### src/rtl/adaptive_burst_sender_assert.svh
// assertion macros for the adaptive burst sender
`ifndef ADAPTIVE_BURST_SENDER_ASSERT_SVH
`define ADAPTIVE_BURST_SENDER_ASSERT_SVH

// same-cycle implication, checked at every rising edge outside reset
`define ABS_ASSERT_SAME(label, clk, rst, ante, cons, msg) \
   label: assert property (@(posedge clk) disable iff (rst) (ante) |-> (cons)) \
      else $error(msg);

// next-cycle implication
`define ABS_ASSERT_NEXT(label, clk, rst, ante, cons, msg) \
   label: assert property (@(posedge clk) disable iff (rst) (ante) |=> (cons)) \
      else $error(msg);

`endif

### src/rtl/abs_pkg.sv
// shared types, codes and helpers of the adaptive burst sender
package abs_pkg;

   localparam int unsigned NUM_W     = 16;
   localparam int unsigned IDX_W     = 6;
   localparam int unsigned CSR_IDX_W = 1;
   localparam int unsigned BURST_CAP = 32;

   localparam logic [1:0] OP_START   = 2'd0;
   localparam logic [1:0] OP_ACK     = 2'd1;
   localparam logic [1:0] OP_TIMEOUT = 2'd2;

   localparam logic [1:0] KIND_ACK = 2'd1;

   localparam logic [CSR_IDX_W-1:0] CSR_TOTAL_PACKETS = 1'd0;
   localparam logic [CSR_IDX_W-1:0] CSR_PROCESS_TAG   = 1'd1;

   localparam logic [7:0] FILL_BYTE = 8'h6b;

   typedef struct packed {
      logic             start;
      logic [NUM_W-1:0] pkt;
      logic [NUM_W-1:0] tag;
      logic [NUM_W-1:0] word;
   } csum_req_type;

   typedef struct packed {
      logic             done;
      logic [NUM_W-1:0] sum;
   } csum_rsp_type;

   function automatic logic [NUM_W-1:0] swap16(input logic [NUM_W-1:0] v);
      return {v[7:0], v[15:8]};
   endfunction

endpackage

### src/rtl/abs_req_if.sv
// request channel: op, ack number and ack kind with valid/ready
interface abs_req_if;
   import abs_pkg::*;

   logic             valid;
   logic             ready;
   logic [1:0]       op;
   logic [NUM_W-1:0] ack_number;
   logic [1:0]       ack_kind;

   modport source (output valid, output op, output ack_number, output ack_kind,
                   input ready);
   modport sink (input valid, input op, input ack_number, input ack_kind,
                 output ready);
endinterface

### src/rtl/abs_rsp_if.sv
// response channel: packet descriptors and the done marker with valid/ready
interface abs_rsp_if;
   import abs_pkg::*;

   logic             valid;
   logic             ready;
   logic [NUM_W-1:0] packet_number;
   logic [IDX_W-1:0] burst_index;
   logic [IDX_W-1:0] window_field;
   logic [NUM_W-1:0] header_checksum;
   logic             last_of_burst;
   logic             transfer_done;

   modport source (output valid, output packet_number, output burst_index,
                   output window_field, output header_checksum,
                   output last_of_burst, output transfer_done, input ready);
   modport sink (input valid, input packet_number, input burst_index,
                 input window_field, input header_checksum,
                 input last_of_burst, input transfer_done, output ready);
endinterface

### src/rtl/adaptive_burst_sender.sv
// adaptive burst sender: top level with sequencer, state and output register
// sequence: a start item passes S_DESC, S_CSUM (shared checksum adder takes 3 steps)
//   and S_EMIT for each descriptor; S_EMIT waits while the output slot is full
// no new item is taken until a burst is done; an ack item passes S_ACK, a phase
//   end S_END_WIN and S_END_CHK before its first descriptor
// reset: synchronous, active high; idle phase, window and burst size at the
//   initial window, counts zero, total_packets 1, process_tag 0, no item pending
`include "adaptive_burst_sender_assert.svh"

module adaptive_burst_sender #(
   parameter int MAX_WINDOW     = 32,
   parameter int INITIAL_WINDOW = 4,
   parameter int PAYLOAD_BYTES  = 100
) (
   input  logic                           clock,
   input  logic                           reset,
   abs_req_if.sink                        req_chan,
   abs_rsp_if.source                      rsp_chan,
   input  logic                           csr_write_en,
   input  logic [abs_pkg::CSR_IDX_W-1:0]  csr_index,
   input  logic [abs_pkg::NUM_W-1:0]      csr_wdata
);
   import abs_pkg::*;

   // window register must hold both the cap and the start value
   localparam int WIN_TOP = (MAX_WINDOW > INITIAL_WINDOW) ? MAX_WINDOW : INITIAL_WINDOW;
   localparam int WIN_W   = $clog2(WIN_TOP + 1);

   typedef enum logic [2:0] {
      S_IDLE, S_ACK, S_END_WIN, S_END_CHK, S_DESC, S_CSUM, S_EMIT, S_DONE_OUT
   } state_type;

   typedef enum logic [1:0] {PH_IDLE, PH_RECV, PH_DONE} phase_type;

   // sequencer and session state
   state_type        state_ff, state_in;
   phase_type        phase_ff, phase_in;
   logic [NUM_W-1:0] acked_ff, acked_in;
   logic [NUM_W-1:0] gain_ff, gain_in;
   logic [WIN_W-1:0] window_ff, window_in;
   logic [IDX_W-1:0] burst_n_ff, burst_n_in;
   logic [IDX_W-1:0] seq_ff, seq_in;
   logic [NUM_W-1:0] pkt_ff, pkt_in;
   logic [NUM_W-1:0] num_ff, num_in;
   logic [1:0]       kind_ff, kind_in;

   // configuration
   logic [NUM_W-1:0] total_ff, total_in;
   logic [NUM_W-1:0] tag_ff, tag_in;

   // output register
   logic             rsp_valid_ff, rsp_valid_in;
   logic [NUM_W-1:0] rsp_pkt_ff, rsp_pkt_in;
   logic [IDX_W-1:0] rsp_idx_ff, rsp_idx_in;
   logic [IDX_W-1:0] rsp_win_ff, rsp_win_in;
   logic [NUM_W-1:0] rsp_csum_ff, rsp_csum_in;
   logic             rsp_last_ff, rsp_last_in;
   logic             rsp_done_ff, rsp_done_in;

   // datapath helpers
   csum_req_type     csum_req;
   csum_rsp_type     csum_rsp;
   logic             slot_free;
   logic [NUM_W-1:0] half_gain;
   logic [NUM_W:0]   win_sum;
   logic [WIN_W-1:0] win_capped;
   logic [NUM_W-1:0] left;
   logic [NUM_W-1:0] win16;
   logic [NUM_W-1:0] n16;
   logic [IDX_W-1:0] n_capped;

   abs_csum #(
      .PAYLOAD_BYTES (PAYLOAD_BYTES)
   ) u_csum (
      .clock    (clock),
      .reset    (reset),
      .csum_req (csum_req),
      .csum_rsp (csum_rsp)
   );

   // header bit-field word maxburst | seq<<7, stored low byte first
   assign csum_req.start = (state_ff == S_DESC);
   assign csum_req.pkt   = pkt_ff;
   assign csum_req.tag   = tag_ff;
   assign csum_req.word  = swap16({2'b00, 7'(seq_ff), 7'(window_ff)});

   // window growth: half the gain rounded up, capped
   assign half_gain  = NUM_W'(({1'b0, gain_ff} + 17'd1) >> 1);
   assign win_sum    = (NUM_W + 1)'(window_ff) + {1'b0, half_gain};
   assign win_capped = (win_sum > (NUM_W + 1)'(MAX_WINDOW)) ? WIN_W'(MAX_WINDOW)
                                                            : WIN_W'(win_sum);

   // next burst: min(window, packets left), never beyond the burst cap
   assign left     = total_ff - acked_ff;
   assign win16    = NUM_W'(window_ff);
   assign n16      = (win16 < left) ? win16 : left;
   assign n_capped = (n16 > NUM_W'(BURST_CAP)) ? IDX_W'(BURST_CAP) : IDX_W'(n16);

   // output slot may take a new item when empty or being drained
   assign slot_free = !rsp_valid_ff || rsp_chan.ready;

   always_comb begin
      state_in     = state_ff;
      phase_in     = phase_ff;
      acked_in     = acked_ff;
      gain_in      = gain_ff;
      window_in    = window_ff;
      burst_n_in   = burst_n_ff;
      seq_in       = seq_ff;
      pkt_in       = pkt_ff;
      num_in       = num_ff;
      kind_in      = kind_ff;
      total_in     = total_ff;
      tag_in       = tag_ff;
      rsp_valid_in = rsp_valid_ff && !rsp_chan.ready;
      rsp_pkt_in   = rsp_pkt_ff;
      rsp_idx_in   = rsp_idx_ff;
      rsp_win_in   = rsp_win_ff;
      rsp_csum_in  = rsp_csum_ff;
      rsp_last_in  = rsp_last_ff;
      rsp_done_in  = rsp_done_ff;

      // register writes only arrive while idle: the user must keep to this, the block itself does not enforce it
      if (csr_write_en) begin
         case (csr_index)
            CSR_TOTAL_PACKETS: total_in = csr_wdata;
            CSR_PROCESS_TAG:   tag_in   = csr_wdata;
            default: begin
            end
         endcase
      end

      case (state_ff)
         S_IDLE: begin
            if (req_chan.valid) begin
               num_in  = req_chan.ack_number;
               kind_in = req_chan.ack_kind;
               case (req_chan.op)
                  OP_START: begin
                     // a start is ignored while a session is receiving
                     if (phase_ff != PH_RECV) begin
                        acked_in   = '0;
                        gain_in    = '0;
                        window_in  = WIN_W'(INITIAL_WINDOW);
                        burst_n_in = IDX_W'(INITIAL_WINDOW);
                        seq_in     = IDX_W'(1);
                        pkt_in     = NUM_W'(1);
                        if (total_ff == '0) begin
                           state_in = S_DONE_OUT;
                        end else begin
                           phase_in = PH_RECV;
                           state_in = S_DESC;
                        end
                     end
                  end
                  OP_ACK: begin
                     if (phase_ff == PH_RECV) begin
                        state_in = S_ACK;
                     end
                  end
                  OP_TIMEOUT: begin
                     if (phase_ff == PH_RECV) begin
                        state_in = S_END_WIN;
                     end
                  end
                  default: begin
                  end
               endcase
            end
         end

         S_ACK: begin
            // cumulative ack: only a genuine ack above the count moves it
            if ((num_ff > acked_ff) && (kind_ff == KIND_ACK)) begin
               gain_in  = gain_ff + (num_ff - acked_ff);
               acked_in = num_ff;
            end
            // an ack naming the last packet closes the phase either way
            state_in = (num_ff == total_ff) ? S_END_WIN : S_IDLE;
         end

         S_END_WIN: begin
            window_in = win_capped;
            gain_in   = '0;
            state_in  = S_END_CHK;
         end

         S_END_CHK: begin
            if (acked_ff >= total_ff) begin
               state_in = S_DONE_OUT;
            end else begin
               burst_n_in = n_capped;
               seq_in     = IDX_W'(1);
               pkt_in     = acked_ff + NUM_W'(1);
               state_in   = S_DESC;
            end
         end

         S_DESC: begin
            // checksum unit is started this cycle
            state_in = S_CSUM;
         end

         S_CSUM: begin
            if (csum_rsp.done) begin
               state_in = S_EMIT;
            end
         end

         S_EMIT: begin
            if (slot_free) begin
               rsp_valid_in = 1'b1;
               rsp_pkt_in   = pkt_ff;
               rsp_idx_in   = seq_ff;
               rsp_win_in   = IDX_W'(window_ff);
               rsp_csum_in  = csum_rsp.sum;
               rsp_last_in  = (seq_ff == burst_n_ff);
               rsp_done_in  = 1'b0;
               if (seq_ff == burst_n_ff) begin
                  state_in = S_IDLE;
               end else begin
                  seq_in   = seq_ff + IDX_W'(1);
                  pkt_in   = pkt_ff + NUM_W'(1);
                  state_in = S_DESC;
               end
            end
         end

         S_DONE_OUT: begin
            if (slot_free) begin
               rsp_valid_in = 1'b1;
               rsp_pkt_in   = '0;
               rsp_idx_in   = '0;
               rsp_win_in   = '0;
               rsp_csum_in  = '0;
               rsp_last_in  = 1'b0;
               rsp_done_in  = 1'b1;
               phase_in     = PH_DONE;
               state_in     = S_IDLE;
            end
         end

         default: begin
            state_in = S_IDLE;
         end
      endcase
   end

   always_ff @(posedge clock) begin
      if (reset) begin
         state_ff     <= S_IDLE;
         phase_ff     <= PH_IDLE;
         acked_ff     <= '0;
         gain_ff      <= '0;
         window_ff    <= WIN_W'(INITIAL_WINDOW);
         burst_n_ff   <= IDX_W'(INITIAL_WINDOW);
         total_ff     <= NUM_W'(1);
         tag_ff       <= '0;
         rsp_valid_ff <= 1'b0;
      end else begin
         state_ff     <= state_in;
         phase_ff     <= phase_in;
         acked_ff     <= acked_in;
         gain_ff      <= gain_in;
         window_ff    <= window_in;
         burst_n_ff   <= burst_n_in;
         total_ff     <= total_in;
         tag_ff       <= tag_in;
         rsp_valid_ff <= rsp_valid_in;
      end
      seq_ff      <= seq_in;
      pkt_ff      <= pkt_in;
      num_ff      <= num_in;
      kind_ff     <= kind_in;
      rsp_pkt_ff  <= rsp_pkt_in;
      rsp_idx_ff  <= rsp_idx_in;
      rsp_win_ff  <= rsp_win_in;
      rsp_csum_ff <= rsp_csum_in;
      rsp_last_ff <= rsp_last_in;
      rsp_done_ff <= rsp_done_in;
   end

   // new items only taken between sequences
   assign req_chan.ready = (state_ff == S_IDLE);

   assign rsp_chan.valid           = rsp_valid_ff;
   assign rsp_chan.packet_number   = rsp_pkt_ff;
   assign rsp_chan.burst_index     = rsp_idx_ff;
   assign rsp_chan.window_field    = rsp_win_ff;
   assign rsp_chan.header_checksum = rsp_csum_ff;
   assign rsp_chan.last_of_burst   = rsp_last_ff;
   assign rsp_chan.transfer_done   = rsp_done_ff;

   // checks
   `ABS_ASSERT_SAME(a_done_clean, clock, reset, rsp_valid_ff && rsp_done_ff, (rsp_pkt_ff == '0) && (rsp_idx_ff == '0) && (rsp_win_ff == '0) && (rsp_csum_ff == '0) && !rsp_last_ff, "done item carries non-zero fields")
   `ABS_ASSERT_SAME(a_index_range, clock, reset, rsp_valid_ff && !rsp_done_ff, (rsp_idx_ff != '0) && (rsp_idx_ff <= IDX_W'(BURST_CAP)), "descriptor index outside burst range")
   `ABS_ASSERT_NEXT(a_rsp_held, clock, reset, rsp_valid_ff && !rsp_chan.ready, rsp_valid_ff && $stable({rsp_pkt_ff, rsp_idx_ff, rsp_win_ff, rsp_csum_ff, rsp_last_ff, rsp_done_ff}), "waiting item changed before it was taken")
   `ABS_ASSERT_NEXT(a_csum_owned, clock, reset, state_ff == S_DESC, state_ff == S_CSUM && !csum_rsp.done, "checksum unit out of step with sequencer")

endmodule

### src/rtl/abs_csum.sv
// shared ones'-complement adder that builds one header checksum over three steps
module abs_csum #(
   parameter int PAYLOAD_BYTES = 100
) (
   input  logic                  clock,
   input  logic                  reset,
   input  abs_pkg::csum_req_type csum_req,
   output abs_pkg::csum_rsp_type csum_rsp
);
   import abs_pkg::*;

   // payload words are constant, folded to 16 bits at elaboration
   localparam int unsigned PAIRS    = PAYLOAD_BYTES / 2;
   localparam int unsigned PAY_RAW  = PAIRS * 32'({FILL_BYTE, FILL_BYTE})
                                      + (((PAYLOAD_BYTES % 2) != 0) ?
                                         32'({FILL_BYTE, 8'h00}) : 32'd0);
   localparam logic [NUM_W-1:0] PAY_FOLD = NUM_W'((PAY_RAW - 1) % 65535 + 1);

   typedef enum logic [1:0] {STEP_IDLE, STEP_PKT, STEP_TAG, STEP_WORD} step_type;

   step_type         step_ff, step_in;
   logic [NUM_W-1:0] acc_ff, acc_in;
   logic             done_ff, done_in;
   logic [NUM_W-1:0] operand;
   logic [NUM_W:0]   wide_sum;
   logic [NUM_W-1:0] folded;

   always_comb begin
      case (step_ff)
         STEP_PKT:  operand = csum_req.pkt;
         STEP_TAG:  operand = csum_req.tag;
         STEP_WORD: operand = csum_req.word;
         default:   operand = '0;
      endcase
   end

   // end-around carry add
   assign wide_sum = {1'b0, acc_ff} + {1'b0, operand};
   assign folded   = wide_sum[NUM_W-1:0] + NUM_W'(wide_sum[NUM_W]);

   always_comb begin
      step_in = step_ff;
      acc_in  = acc_ff;
      done_in = 1'b0;
      if (csum_req.start) begin
         step_in = STEP_PKT;
         acc_in  = PAY_FOLD;
      end else begin
         case (step_ff)
            STEP_PKT: begin
               acc_in  = folded;
               step_in = STEP_TAG;
            end
            STEP_TAG: begin
               acc_in  = folded;
               step_in = STEP_WORD;
            end
            STEP_WORD: begin
               acc_in  = folded;
               step_in = STEP_IDLE;
               done_in = 1'b1;
            end
            default: begin
               step_in = STEP_IDLE;
            end
         endcase
      end
   end

   always_ff @(posedge clock) begin
      if (reset) begin
         step_ff <= STEP_IDLE;
         done_ff <= 1'b0;
      end else begin
         step_ff <= step_in;
         done_ff <= done_in;
      end
      acc_ff <= acc_in;
   end

   assign csum_rsp.done = done_ff;
   assign csum_rsp.sum  = swap16(~acc_ff);

endmodule
### src/flat_wrapper.sv
// flat-port wrapper written by rule: the top's interface ports become plain ports
module adaptive_burst_sender_flat import abs_pkg::*;
#(
   parameter int MAX_WINDOW     = 32,
   parameter int INITIAL_WINDOW = 4,
   parameter int PAYLOAD_BYTES  = 100
)
  (clock, reset, csr_write_en, csr_index, csr_wdata, req_chan_valid, req_chan_op, req_chan_ack_number, req_chan_ack_kind, req_chan_ready, rsp_chan_valid, rsp_chan_packet_number, rsp_chan_burst_index, rsp_chan_window_field, rsp_chan_header_checksum, rsp_chan_last_of_burst, rsp_chan_transfer_done, rsp_chan_ready);
  abs_req_if req_chan_i ();
  abs_rsp_if rsp_chan_i ();
  input  logic clock;
  input  logic reset;
  input  logic csr_write_en;
  input  logic [abs_pkg::CSR_IDX_W-1:0] csr_index;
  input  logic [abs_pkg::NUM_W-1:0] csr_wdata;
  input wire logic [$bits(req_chan_i.valid)-1:0] req_chan_valid;
  input wire logic [$bits(req_chan_i.op)-1:0] req_chan_op;
  input wire logic [$bits(req_chan_i.ack_number)-1:0] req_chan_ack_number;
  input wire logic [$bits(req_chan_i.ack_kind)-1:0] req_chan_ack_kind;
  output wire logic [$bits(req_chan_i.ready)-1:0] req_chan_ready;
  output wire logic [$bits(rsp_chan_i.valid)-1:0] rsp_chan_valid;
  output wire logic [$bits(rsp_chan_i.packet_number)-1:0] rsp_chan_packet_number;
  output wire logic [$bits(rsp_chan_i.burst_index)-1:0] rsp_chan_burst_index;
  output wire logic [$bits(rsp_chan_i.window_field)-1:0] rsp_chan_window_field;
  output wire logic [$bits(rsp_chan_i.header_checksum)-1:0] rsp_chan_header_checksum;
  output wire logic [$bits(rsp_chan_i.last_of_burst)-1:0] rsp_chan_last_of_burst;
  output wire logic [$bits(rsp_chan_i.transfer_done)-1:0] rsp_chan_transfer_done;
  input wire logic [$bits(rsp_chan_i.ready)-1:0] rsp_chan_ready;
  assign req_chan_i.valid = req_chan_valid;
  assign req_chan_i.op = req_chan_op;
  assign req_chan_i.ack_number = req_chan_ack_number;
  assign req_chan_i.ack_kind = req_chan_ack_kind;
  assign req_chan_ready = req_chan_i.ready;
  assign rsp_chan_valid = rsp_chan_i.valid;
  assign rsp_chan_packet_number = rsp_chan_i.packet_number;
  assign rsp_chan_burst_index = rsp_chan_i.burst_index;
  assign rsp_chan_window_field = rsp_chan_i.window_field;
  assign rsp_chan_header_checksum = rsp_chan_i.header_checksum;
  assign rsp_chan_last_of_burst = rsp_chan_i.last_of_burst;
  assign rsp_chan_transfer_done = rsp_chan_i.transfer_done;
  assign rsp_chan_i.ready = rsp_chan_ready;
  adaptive_burst_sender #(.MAX_WINDOW(MAX_WINDOW), .INITIAL_WINDOW(INITIAL_WINDOW), .PAYLOAD_BYTES(PAYLOAD_BYTES)) u_core (.clock(clock), .reset(reset), .req_chan(req_chan_i), .rsp_chan(rsp_chan_i), .csr_write_en(csr_write_en), .csr_index(csr_index), .csr_wdata(csr_wdata));
endmodule
### config.mk
export PLATFORM = sky130hd
export DESIGN_NAME = adaptive_burst_sender_flat
export DESIGN_NICKNAME = d
export VERILOG_FILES = /design/src/rtl/abs_pkg.sv /design/src/rtl/abs_req_if.sv /design/src/rtl/abs_rsp_if.sv /design/src/rtl/adaptive_burst_sender.sv /design/src/rtl/abs_csum.sv /design/src/flat_wrapper.sv
export VERILOG_INCLUDE_DIRS = /design/src /design/src/rtl
export SDC_FILE = /design/constraint.sdc
export NUM_CORES = 1
export LEC_CHECK = 0
export BUFFER_PORTS_ARGS = -buffer_cell sky130_fd_sc_hd__buf_2
export CAP_MARGIN = 10
export CORE_MARGIN = 4
export CORE_UTILIZATION = 61
export DETAILED_ROUTE_END_ITERATION = 16
export PLACE_DENSITY = 0.78
export SKIP_LAST_GASP = 1
export SLEW_MARGIN = 20
export SYNTH_ARGS = -nofsm -noshare
export SYNTH_HDL_FRONTEND = slang
export SYNTH_HIERARCHICAL = 1
export SYNTH_SLANG_ARGS = --single-unit
### constraint.sdc
create_clock -name clock -period 6.6 [get_ports clock]
set_clock_uncertainty 0.1 [all_clocks]
set_input_delay 1.32 -clock clock [delete_from_list [all_inputs] [get_ports clock]]
set_output_delay 1.32 -clock clock [all_outputs]
set_load 0.02 [all_outputs]
==> results of run 1 <==
[cell type report]
class | count | share of cell area
clock buffers | 18 | 0.0306
clock inverters | 14 | 0.0106
inverters | 119 | 0.0319
multi-input cells | 1071 | 0.539
flip-flops and latches | 187 | 0.328
well taps | 270 | 0.0241
repair buffers | 96 | 0.0355
[power by group]
group	leakage (nW)	switching (W)	internal, W
clock network	0.283	0.000511	0.000508
registers	1.61	0.000288	0.00149
logic	3.64	0.00117	0.000745
total	5.53	0.00197	0.00274
[placed cells by master, fill, tap and decap left out, types with 16 or more instances in the layout]
cell	n
a21o_1	22
a21oi_1	87
a222oi_1	16
and2_1	56
buf_2	89
clkbuf_16	17
dfxtp_1	101
edfxtp_1	86
fa_1	18
ha_1	88
inv_1	119
mux2i_1	28
nand2_1	139
nand2b_1	16
nand3_1	33
nand4_1	18
nor2_1	117
nor3_1	27
nor4_1	26
o211ai_1	17
o21ai_0	42
xnor2_1	63
xor2_1	39
[sequential cells by signal, summed over array words and instances (netlist names)]
register / flops
u_core/rsp_chan.header_checksum: 16
u_core/rsp_chan.burst_index: 6
u_core/window_ff: 6
u_core/burst_n_ff: 6
u_core/u_csum/acc_ff: 16
u_core/gain_ff: 16
u_core/rsp_chan.window_field: 6
u_core/rsp_chan.transfer_done: 1
u_core/pkt_ff: 16
u_core/seq_ff: 6
u_core/state_ff: 3
u_core/num_ff: 16
u_core/rsp_chan.last_of_burst: 1
u_core/rsp_chan.packet_number: 16
u_core/kind_ff: 2
u_core/phase_ff: 2
u_core/u_csum/done_ff: 1
u_core/total_ff: 16
u_core/tag_ff: 16
u_core/rsp_chan.valid: 1
u_core/acked_ff: 16
u_core/u_csum/step_ff: 2
[critical path, delay by kind of cell (launching register included)]
kind | cells | cell delay, ns
fa+ha+maj | 4 | 1.29
compound gates | 11 | 2.35
simple gates | 5 | 0.67
flops | 1 | 0.37
xor+xnor | 1 | 0.19
buf+inv | 1 | 0.07
[per-stage QoR]
stage / setup slack, ns / total power [W] / hold WS [ns]
final: 1.48 / 0.00470 / 0.366
after global routing: 1.13 / 0.00498 / 0.382
after CTS: 1.56 / 0.00467 / 0.369
after detailed placement: 1.60 / 0.00364 / 0.354
after global placement: 1.77 / 0.00360 / 0.349
after floorplan: 1.98 / 0.00311 / 0.334
[worst max-delay path by stage]
stage	end	slack, ns
finish	u_core/u_csum/acc_ff[15]$_SDFFE_PP1N_	1.48
global route	u_core/u_csum/acc_ff[15]$_SDFFE_PP1N_	1.13
CTS	u_core/u_csum/acc_ff[15]$_SDFFE_PP1N_	1.56
detailed placement	u_core/u_csum/acc_ff[15]$_SDFFE_PP1N_	1.60
global placement	u_core/u_csum/acc_ff[15]$_SDFFE_PP1N_	1.77
floorplan	u_core/u_csum/acc_ff[15]$_SDFFE_PP1N_	1.98
[per-layer routing]
layer  track usage  part of all wire
met3        0.0495             0.094
met4        0.0921             0.028
met5             0                 0
met1         0.442              0.44
met2         0.456              0.44
[synth_stat cells (all sizes together) (28+ instances only)]
| library cell | n |
|---|---|
| inv | 119 |
| a21oi | 91 |
| ha | 88 |
| xnor2 | 63 |
| clkbuf | 41 |
| nand2 | 140 |
| xor2 | 39 |
| mux2i | 28 |
| edfxtp | 86 |
| and2 | 56 |
| dfxtp | 101 |
| o21ai | 45 |
| nor2 | 118 |
| nor3 | 30 |
| nand3 | 34 |
[cell families after synthesis]
kind of cell,Yosys count
simple gates,507
compound gates,320
flops,187
buf+inv,172
fa+ha+maj,106
xor+xnor,103
mux,31
other cells,1
==> out/qor.yml, run 1 <==
run_status:
  result_of_the_run: "finished clean"
hold_path:
  worstHoldPathType: "reg -> reg"
  min_delay_path_depth: 2
  hold_end: "u_core/phase_ff[0]$_SDFFE_PP0P_"
  timing.hold.worst.start: "u_core/phase_ff[0]$_SDFFE_PP0P_"
sta:
  worst_margin_slew_ns: 1.17
  finalSetupViolCount: 0
  fmaxAchievable_ghz: 0.195
  min_period_over_period: 0.776
  timing_hold_violations_final: 0
  setup_total_negative_slack_ns: 0
  rsz0062_at_grt: "false"
  final_period_demand_of_the_worst_path_ns: 5.12
  slew_headroom: 0.215
  drv_slew: 0
die:
  core_area_mm2: 0.0204
  count_of_standard_cell_rows: 52
  fp.dieH_um: 153
  initial_utilization: 0.627
  die_span_in_x_um: 153
  io_pins: 90
  die_area_mm2: 0.0234
yosys:
  count_of_warnings_emitted_by_yosys: 6
  cell_types_with_the_largest_area_share_after_synthesis: "edfxtp_1, dfxtp_1, ha_1"
  yosys-mux-area-fraction: 0.0245
  synth-xor-area-share: 0.0716
  synth-compound-area-share: 0.177
  synth_adder_area_share: 0.114
  syn_area_mm2: 0.0128
  area_share_of_the_leading_cell_type_in_the_synthesized_netlist: 0.202
  synth_seq_cells: 187
  count_of_different_cell_masters_after_synthesis: 94
  async_reset_ff_frac: 0
  synth_simple_gate_area_frac: 0.200
  number_of_synthesized_flops_with_an_enable_pin: 86
  synth_ff_type: "dfxtp_1"
  main_combinational_cell_family_by_area_after_synthesis: "simple AND/OR/NAND/NOR gates"
  synthCells: 1427
  yosysTopAreaCell: "edfxtp_1"
  synth.avg_cell_area_um2: 8.98
  share_of_synthesized_area_occupied_by_flip_flops_and_latches: 0.359
cts:
  cts_num_sinks: 187
  cts.clk_slew.worst_paths_ns: 0.08
  cts-buffers-inserted: 17
  cts_max_path_buffers: 2
  post_cts_buffers: 0
  cts_hold_buf: 0
  insertion_delay_ns: 0.44
  cts_resized: 0
  tritoncts_clock_tree: "done"
  root_buffer: "clkbuf_16"
  cts_max_level: 4
worst_setup_path:
  startpoint_types: "flop"
  worst_r2r_path_depth: 22
  r2r_end: "u_core/u_csum/acc_ff[15]$_SDFFE_PP1N_"
  critical_path_required_ns: 6.87
  path_cells: "inv_1, ha_1, a222oi_1, nor2_1, ha_1, fa_1, a211o_1, a21o_1, o211ai_1, a32oi_2, a21o_1, a21oi_1, o21bai_1, a21o_1, ha_1, nand3_1, a211oi_1, and3_1, nand4_1, nor3_2, xor3_1, a31oi_1"
  r2r_start: "u_core/u_csum/step_ff[0]$_SDFF_PP0_"
  crit_path_top_delay_cell: "fa_1"
  critical_path.endpoint_type: "flop"
  cp_max_fo: 17
  slowest_delay_ns: 0.44
  critPathArrivalTime_ns: 5.38
  class_of_the_most_critical_setup_path: "reg -> reg"
  reg2reg_setup_slack_ns: 1.48
  critical_path.startpoint: "u_core/u_csum/step_ff[0]$_SDFF_PP0_"
place:
  post-dp-hpwl_um: 27200
  place_congestion: 0.954
  numPlacedInstances: 1743
  portBuffers: 89
  post_detailed_placement_cell_area_mm2: 0.0134
final_layout:
  postLayoutCoreUtil: 0.686
  drive_gt1_frac: 0.112
  postLayoutCellArea_mm2: 0.0140
  n_fill_cell: 1674
  n_antenna_cell: 0
  area_growth_pct: 9.38
  combined_area_of_the_multi_input_logic_cells_mm2: 0.00755
  nNetsFinal: 1640
  finish.cell_count_without_fillers: 1775
  area_taken_by_flip_flops_and_latches_mm2: 0.00460
detailed_routing:
  vias_per_cell: 6.25
  route.antenna.remaining_nets: 0
  drt_drc_violations_left: 0
  route.vias.total: 11100
  first_pass_iters: 6
  final_wirelength_um: 35500
  drt_first_iter_violations: 1263
  wire_per_inst_um: 20.0
flow_run:
  count_of_max_cap_constraint_violations: 0
global_routing:
  antenna_violations_before_repair: 0
  grtUsageTotal: 0.300
  grt_pass1_vias: 10200
  grt.overflow.total: 0
  grt_first_pass_wirelength_um: 55800
  grt_max_degree: 47
power:
  power.density_cell_area_mw_per_mm2: 336
  irDropWorstVdd_mv: 0.173
  p_leak_nw: 5.53
(Power assumes the default switching activity.)
==> run 2, diff against run 1 <==
clock period = 4.9 ns   (was 6.6 ns; I/O delays follow)
==> out/qor.yml, run 2 (synthesized netlist as in run 1, its figures left out) <==
run_status:
  result_of_the_run: "finished clean"
die:
  core_area_mm2: 0.0204
  io_pins: 90
  fp.dieH_um: 153
  die_area_mm2: 0.0234
  die_span_in_x_um: 153
  count_of_standard_cell_rows: 52
  initial_utilization: 0.627
worst_setup_path:
  crit_path_frequent_cell: "a21o_1"
  class_of_the_most_critical_setup_path: "reg -> reg"
  cp_max_fo: 9
  critical_path_required_ns: 5.17
  startpoint_types: "flop"
  crit_path_top_delay_cell: "ha_2"
  critical_path.endpoint_type: "flop"
  critPathArrivalTime_ns: 4.98
  path_cells: "inv_1, ha_2, a222oi_1, nor2_1, ha_2, o21a_1, a21o_1, o211ai_1, a32oi_2, a21o_1, a21oi_1, o21bai_1, a21o_1, ha_1, nand3_1, a211oi_2, and3_2, nand4_1, nor3_2, xor3_1, a31oi_1"
  slowest_delay_ns: 0.42
final_layout:
  combined_area_of_the_multi_input_logic_cells_mm2: 0.00758
  n_antenna_cell: 0
  layout.cells.most_common: "nand2_1"
  drive_gt1_frac: 0.133
  postLayoutCoreUtil: 0.696
  area_growth_pct: 11.0
  nNetsFinal: 1664
  area_taken_by_flip_flops_and_latches_mm2: 0.00460
  mostFrequentLayoutCells: "nand2_1, inv_1, nor2_1, dfxtp_1, buf_2"
  finish.cell_count_without_fillers: 1799
  n_fill_cell: 1626
sta:
  final_period_demand_of_the_worst_path_ns: 4.71
  setup_total_negative_slack_ns: 0
  slew_headroom: 0.255
  worst_margin_slew_ns: 1.12
  min_period_over_period: 0.962
  finalSetupViolCount: 0
  drv_slew: 0
  timing_hold_violations_final: 0
  setup_slack_ns: 0.188
  holdWs_ns: 0.377
  fmaxAchievable_ghz: 0.212
cts:
  tritoncts_clock_tree: "done"
  cts_hold_buf: 0
  cts_max_path_buffers: 2
  insertion_delay_ns: 0.44
  cts-buffers-inserted: 17
  root_buffer: "clkbuf_16"
  cts_num_sinks: 187
  cts.clk_slew.worst_paths_ns: 0.08
  cts_max_level: 4
detailed_routing:
  final_wirelength_um: 36100
  route.vias.total: 11200
  first_pass_iters: 6
  vias_per_cell: 6.23
  drt_drc_violations_left: 0
  route.antenna.remaining_nets: 0
  drt_first_iter_violations: 1333
  wire_per_inst_um: 20.0
power:
  p_leak_nw: 5.63
  irDropWorstVdd_mv: 0.245
  power.density_cell_area_mw_per_mm2: 449
place:
  post-dp-hpwl_um: 27600
  place_congestion: 0.961
  portBuffers: 89
  numPlacedInstances: 1764
  post-place-ws_ns: 0.0926
hold_path:
  worstHoldPathType: "reg -> reg"
flow_run:
  count_of_max_cap_constraint_violations: 0
global_routing:
  grt_pass1_vias: 10500
  grt.overflow.total: 0
  antenna_violations_before_repair: 0
  grt_max_degree: 47
  grt_first_pass_wirelength_um: 56400
  grtUsageTotal: 0.301
## run 2: cell types whose count changed in the layout (fill, tap and decap cells not counted), sizes merged
cell / delta
buf: +24
clkbuf: +1
inv: -1
## run 2: area by class of cell
| class | count | share of cell area |
|---|---|---|
| multi-input combinational | 1071 | 0.533 |
| tap | 270 | 0.0237 |
| clock buffer | 19 | 0.0304 |
| inverter | 119 | 0.0314 |
| clock inverter | 13 | 0.0102 |
| sequential | 187 | 0.324 |
| timing repair buffer | 120 | 0.0477 |
## run 2: metal layers
metal | up-vias | global-route usage | routed length, um
li1 | 5288 | - | -
met1 | 5325 | 0.435 | 15700
met2 | 530 | 0.466 | 16100
met3 | 56 | 0.0447 | 3280
met4 | 0 | 0.100 | 947
met5 | - | 0 | 0
## run 2: through the flow
step / area (um^2) / power (W)
floorplan: 12800 / 0.00419
global placement: 13600 / 0.00486
detailed placement: 13600 / 0.00494
CTS: 14200 / 0.00632
global route: 14200 / 0.00674
finish: 14200 / 0.00639
## run 2: repair_timing
action,4_1_cts,5_1_grt
setup endpoints to repair,0,11
buffers inserted,0,3
gates resized for setup,0,12
## run 2: where the power goes
part	switching [W]	internal [W]
clock network	0.000681	0.000684
registers	0.000359	0.00200
logic	0.00162	0.00105
total	0.00266	0.00373
## run 2: path summary, 6_finish.rpt
check | startpoint | end | slack [ns] | cells past startpoint
setup reg to reg | u_core/u_csum/step_ff[0]$_SDFF_PP0_ | u_core/u_csum/acc_ff[15]$_SDFFE_PP1N_ | 0.19 | 21
hold reg to reg | u_core/burst_n_ff[2]$_SDFFE_PP1P_ | u_core/burst_n_ff[2]$_SDFFE_PP1P_ | 0.38 | 2
setup / recovery | u_core/u_csum/step_ff[0]$_SDFF_PP0_ | u_core/u_csum/acc_ff[15]$_SDFFE_PP1N_ | 0.19 | 21
hold / removal | u_core/burst_n_ff[2]$_SDFFE_PP1P_ | u_core/burst_n_ff[2]$_SDFFE_PP1P_ | 0.38 | 2
## run 2: worst max-delay path: cells and delay by family (launching register included)
kind	cells	cell delay, ns
flip-flops	1	0.37
adder cells (fa/ha/maj)	3	0.83
XOR/XNOR	1	0.26
AO/OA/AOI/OAI	11	2.16
AND/OR/NAND/NOR	5	0.84
buffers and inverters	1	0.08
